--- config.mk ---
export PLATFORM = sky130hd
export DESIGN_NAME = sli_div
export DESIGN_NICKNAME = d
export VERILOG_FILES = /design/src/rtl/sli_pkg.sv /design/src/rtl/sli_div.sv
export SDC_FILE = /design/constraint.sdc
export NUM_CORES = 2
export LEC_CHECK = 0
export ABC_CLOCK_PERIOD_IN_PS = 6400
export BUFFER_PORTS_ARGS = -buffer_cell sky130_fd_sc_hd__buf_2
export CAP_MARGIN = 20
export CORE_MARGIN = 3
export CORE_UTILIZATION = 50
export CTS_BUF_LIST = sky130_fd_sc_hd__clkbuf_4 sky130_fd_sc_hd__clkbuf_8
export CTS_CLUSTER_SIZE = 16
export DETAILED_ROUTE_END_ITERATION = 6
export PLACE_DENSITY = 0.65
export SETUP_SLACK_MARGIN = 0.5
export SYNTH_ARGS = -nofsm -noshare
export SYNTH_HDL_FRONTEND = slang
export SYNTH_SLANG_ARGS = --single-unit
--- constraint.sdc ---
create_clock -name clock -period 6.4 [get_ports clock]
set_input_delay 0.32 -clock clock [delete_from_list [all_inputs] [get_ports clock]]
set_output_delay 0.32 -clock clock [all_outputs]
set_load 0.01 [all_outputs]
--- src/rtl/sli_pkg.sv ---
`timescale 1ns / 1ps
`default_nettype none

package sli_pkg;

   // coordinate width and derived datapath widths
   localparam int CW = 16;              // coordinate
   localparam int DW = CW + 1;          // coordinate difference
   localparam int PW = 2 * DW;          // product of two differences
   localparam int SW = PW + 1;          // den, tn, un
   localparam int NW = SW + DW;         // tn * d1
   localparam int TW = 16;              // tolerance, Q0.16
   localparam int HW = SW + TW + 1;     // range compare
   localparam int QB = CW + 2;          // quotient bits kept
   localparam int RW = SW + QB + 1;     // divider remainder
   localparam int VW = QB + 2;          // point before saturation

   localparam int REQ_W = 8 * CW;
   localparam int RSP_FW = 2 + 2 * CW;
   localparam int RSP_W = ((RSP_FW + 7) / 8) * 8;

   localparam int CSR_AW = 3;
   localparam logic [CSR_AW-3:0] REG_TOLERANCE = '0;
   localparam logic [TW-1:0] TOL_RESET = TW'(66);

   // pipeline length: seven front stages, quotient stages, output register
   localparam int NV = 8 + QB;

   typedef struct packed {
      logic          par;
      logic          hit;
      logic          negx;
      logic          negy;
      logic [CW-1:0] px;
      logic [CW-1:0] py;
   } side_type;

endpackage

`default_nettype wire

--- src/rtl/sli_div.sv ---
`timescale 1ns / 1ps
`default_nettype none

// Pipelined restoring divider, one quotient bit per stage, MSB first.
// quot = num / (2*den); a set top bit flags a quotient out of point range.
module sli_div (
   input  wire logic                       clock,
   input  wire logic                       en,
   input  wire logic [sli_pkg::RW-1:0]     num,
   input  wire logic [sli_pkg::SW-2:0]     den,
   output logic      [sli_pkg::QB-1:0]     quot
);
   import sli_pkg::*;

   logic [RW-1:0]   r_ff [QB];
   logic [QB-1:0]   q_ff [QB];
   logic [SW-2:0]   d_ff [QB];

   genvar i;
   generate
      for (i = 0; i < QB; i++) begin : g_stage
         logic [RW-1:0] r_prev;
         logic [QB-1:0] q_prev;
         logic [SW-2:0] d_prev;
         logic [RW-1:0] shifted;
         logic [RW-1:0] r_in;
         logic [QB-1:0] q_in;

         if (i == 0) begin : g_first
            assign r_prev = num;
            assign q_prev = '0;
            assign d_prev = den;
         end else begin : g_next
            assign r_prev = r_ff[i-1];
            assign q_prev = q_ff[i-1];
            assign d_prev = d_ff[i-1];
         end

         // 2*den aligned to quotient bit QB-1-i
         assign shifted = RW'({d_prev, 1'b0}) << (QB - 1 - i);

         always_comb begin
            if (r_prev >= shifted) begin
               r_in = r_prev - shifted;
               q_in = {q_prev[QB-2:0], 1'b1};
            end else begin
               r_in = r_prev;
               q_in = {q_prev[QB-2:0], 1'b0};
            end
         end

         always_ff @(posedge clock) begin
            if (en) begin
               r_ff[i] <= r_in;
               q_ff[i] <= q_in;
               d_ff[i] <= d_prev;
            end
         end
      end
   endgenerate

   assign quot = q_ff[QB-1];

endmodule

`default_nettype wire

==> metrics <==
Post-CTS Hold Buffers=161; Post-Synth XOR/XNOR Area=6.18%; Clock Sinks=1667; Fin. Hold Viols=0; FMAX=0.213 GHz; sequential-to-total area share from yosys stat=52.9%; # rows=159; placed instance count=11100; Area Overhead vs Synth=11.5%; vias in the first global route=68500; Arr. time, crit path=5460 ps; EDFF count, synth=1667; clock slew at reported path FFs=60 ps; CP endpoint kind=flop; core area=188000 µm²; RSZ-0062 raised after global routing=false; synth unique cells=106; # port buffers=107; startpoint types=flop; simple-gate share of the synthesized area=11.5%; Residual DRC=0; Critical-path top delay cell=nand2_2; Clock Tree Buf Depth=4; Starting Density=50.3%; Cell Count, Final, Fillers Out=11800; share of cells above drive strength 1=8.84%; Crit path top cell by count=a211o_1; Final Setup Violations=0; critical path peak fanout=42; Primary FF master, synth=edfxtp_1; Final ANT Viol Nets=0; worst hold-check path type=primary input to flop; Syn Std Cell Area=94600 µm²; die area=194000 µm²; Num CTS Buffers=308; Power Density=446 nW/µm²; Pre-antenna DRT Iters=6; routed vias/inst=5.73; Layout Nets=9824; clk root buf=clkbuf_8; Crit Path Class=flop to flop; die span in y=441 µm; routed vias=67700; die width=441 µm; total track usage=24.5%; Slew Limit Headroom=17.8%; grt ovf=0; Adder-Cell Fraction of Synth Area=8.45%; Hold WS=194 ps; Worst Skew=73.4 ps; Peak VDD IR=0.000214 V; WP data required=7160 ps; combinational family with the most area after synthesis=compound AO/OA/AOI/OAI gates; io pins=108; Placer Congestion=0.943; CTS tree=built; post-cts resize count=0; Post-CTS Setup Inserts=0; async set or reset register ratio after synthesis=0%; Yosys warnings=0; LEAKAGE=41.7 nW; MaxCap Viol Count=0; initial antenna violation count=7; outcome=finished clean; fin. max-slew vios=0; flops & latches, synth=1667; Mapped Nets=9430; DRT iter0 DRCs=4503; Compound-Gate Fraction of Synth Area=15.5%; syn avg cell area=10.9 µm²; Setup TNS=0 ps; wire length of the first global-routing pass=373 mm; HPWL Detailed=183 mm; largest net degree at the start of global routing=207; CP Cell Sequence=inv_1 -> ha_1 -> inv_1 -> fa_1 -> a21oi_1 -> o21ai_1 -> a21o_1 -> a211o_1 -> a21oi_1 -> a211o_1 -> a211o_1 -> nand2_2 -> buf_4 -> mux2_2; mux share of post-synthesis cell area=1.27%; Worst Max-Slew Pin Slew=1230 ps; H-Tree Depth=5; final period utilization=73.4%; Syn Inst Count=8711; drt wl/cell=20.3 µm; min Tclk post-route=4700 ps; DRT Wirelength=240 mm; CP max stage delay=540 ps; Skew-Pair Late Insertion Delay=1030 ps
[flip-flops by register name, indices dropped and copies added, names as in the netlist]
name and count:
r_ff 918, q_ff 171, d_ff 578
[worst paths after layout]
path                             startpoint      endpoint  slack (ps)  cells after the start
worst max register to register  r_ff[11][6]  r_ff[12][11]        1700                     14
worst min register to register  q_ff[11][7]   q_ff[12][8]         410                      0
worst min-delay path                num[26]   r_ff[0][26]         190                      4
worst max-delay path            r_ff[11][6]  r_ff[12][11]        1700                     14
[report_power, final]
group          total (mW)  internal (mW)  leakage, nW  switching (mW)
sequential           17.4           15.7         16.1            1.73
combinational        19.9           8.33         22.6            11.6
clock                9.67           5.36         3.01            4.30
total                47.0           29.4         41.7            17.6
[cell families after synthesis]
logic type      after synthesis
mux                         107
fa+ha+maj                   629
xor+xnor                    667
flops                      1667
simple gates               2248
compound gates             2360
buf+inv                    1033
[through the flow]
| step | util [%] | setup slack, ps | instance area, µm² | power (mW) |
|---|---|---|---|---|
| after CTS | 56.1 | 1760 | 105000 | 47.2 |
| final | 56.1 | 1700 | 105000 | 47.0 |
| after floorplan | - | 2900 | 94600 | 31.8 |
| after detailed placement | 52.2 | 1800 | 98100 | 37.2 |
| after global placement | 52.1 | 1280 | 98000 | 36.9 |
| after global routing | 56.1 | 1460 | 105000 | 50.3 |
[layer usage]
metal / track usage [%] / wire, µm
met5: 0 / 0
met4: 14.7 / 15500
met3: 3.61 / 8650
met2: 46.6 / 128000
met1: 25.1 / 87600
[area by class of cell]
class | instances | area, µm²
Antenna cell | 13 | 32.5
Tap cell | 2495 | 3120
Inverter | 785 | 2950
Clock buffer | 394 | 4930
Clock inverter | 124 | 776
Timing Repair Buffer | 332 | 2800
Sequential cell | 1667 | 50100
Multi-Input combinational cell | 6011 | 40800
Fill cell | 16000 | 82600
[Yosys cell counts, types with 41 or more instances]
| library cell | count | share of area (%) |
|---|---|---|
| nand2_1 | 683 | 2.7 |
| o21ai_1 | 69 | 0.37 |
| nor3_1 | 118 | 0.62 |
| nor4_1 | 96 | 0.63 |
| xnor2_1 | 400 | 3.7 |
| clkbuf_1 | 183 | 0.73 |
| a31oi_1 | 77 | 0.51 |
| nor2_1 | 579 | 2.3 |
| nand4_1 | 137 | 0.91 |
| ha_1 | 612 | 8.1 |
| o211ai_1 | 42 | 0.33 |
| nand2b_1 | 71 | 0.47 |
| mux2_2 | 87 | 1.0 |
| a211oi_1 | 49 | 0.39 |
| or3_1 | 50 | 0.33 |
| nand3_1 | 155 | 0.82 |
| inv_1 | 785 | 3.1 |
| nor2b_1 | 79 | 0.52 |
| o21a_1 | 76 | 0.60 |
| and3_1 | 65 | 0.43 |
| o21ai_0 | 498 | 2.6 |
| edfxtp_1 | 1667 | 53 |
| xor2_1 | 266 | 2.5 |
| a21o_1 | 331 | 2.6 |
| a21oi_1 | 820 | 4.3 |
| buf_2 | 41 | 0.22 |
| o21bai_1 | 81 | 0.64 |
[placed cells by master, fill, tap and decap left out, types with 37 or more instances in the layout]
cell type,netlist,routed
a211oi_1,49,49
a21o_1,331,329
a21oi_1,820,820
a31oi_1,77,77
and2_1,37,37
and3_1,65,65
buf_2,41,108
buf_4,4,47
clkbuf_4,0,78
clkbuf_8,0,316
clkinv_1,0,74
dlygate4sd3_1,0,161
edfxtp_1,1667,1667
ha_1,612,612
inv_1,785,785
mux2_2,87,87
nand2_1,683,682
nand2b_1,71,71
nand3_1,155,155
nand4_1,137,137
nor2_1,579,577
nor2b_1,79,79
nor3_1,118,118
nor4_1,96,90
o211ai_1,42,42
o21a_1,76,76
o21ai_0,498,498
o21ai_1,69,69
o21bai_1,81,81
or3_1,50,50
xnor2_1,400,400
xor2_1,266,266
[critical path: cells and delay by family, from the launching register on]
kind                     cells  cell delay (ps)
AO/OA/AOI/OAI                7             2040
buffers and inverters        3              570
multiplexers                 1              290
AND/OR/NAND/NOR              1              540
flip-flops                   1              390
adder cells (fa/ha/maj)      2              550
Power figures use the tool's default switching activity.
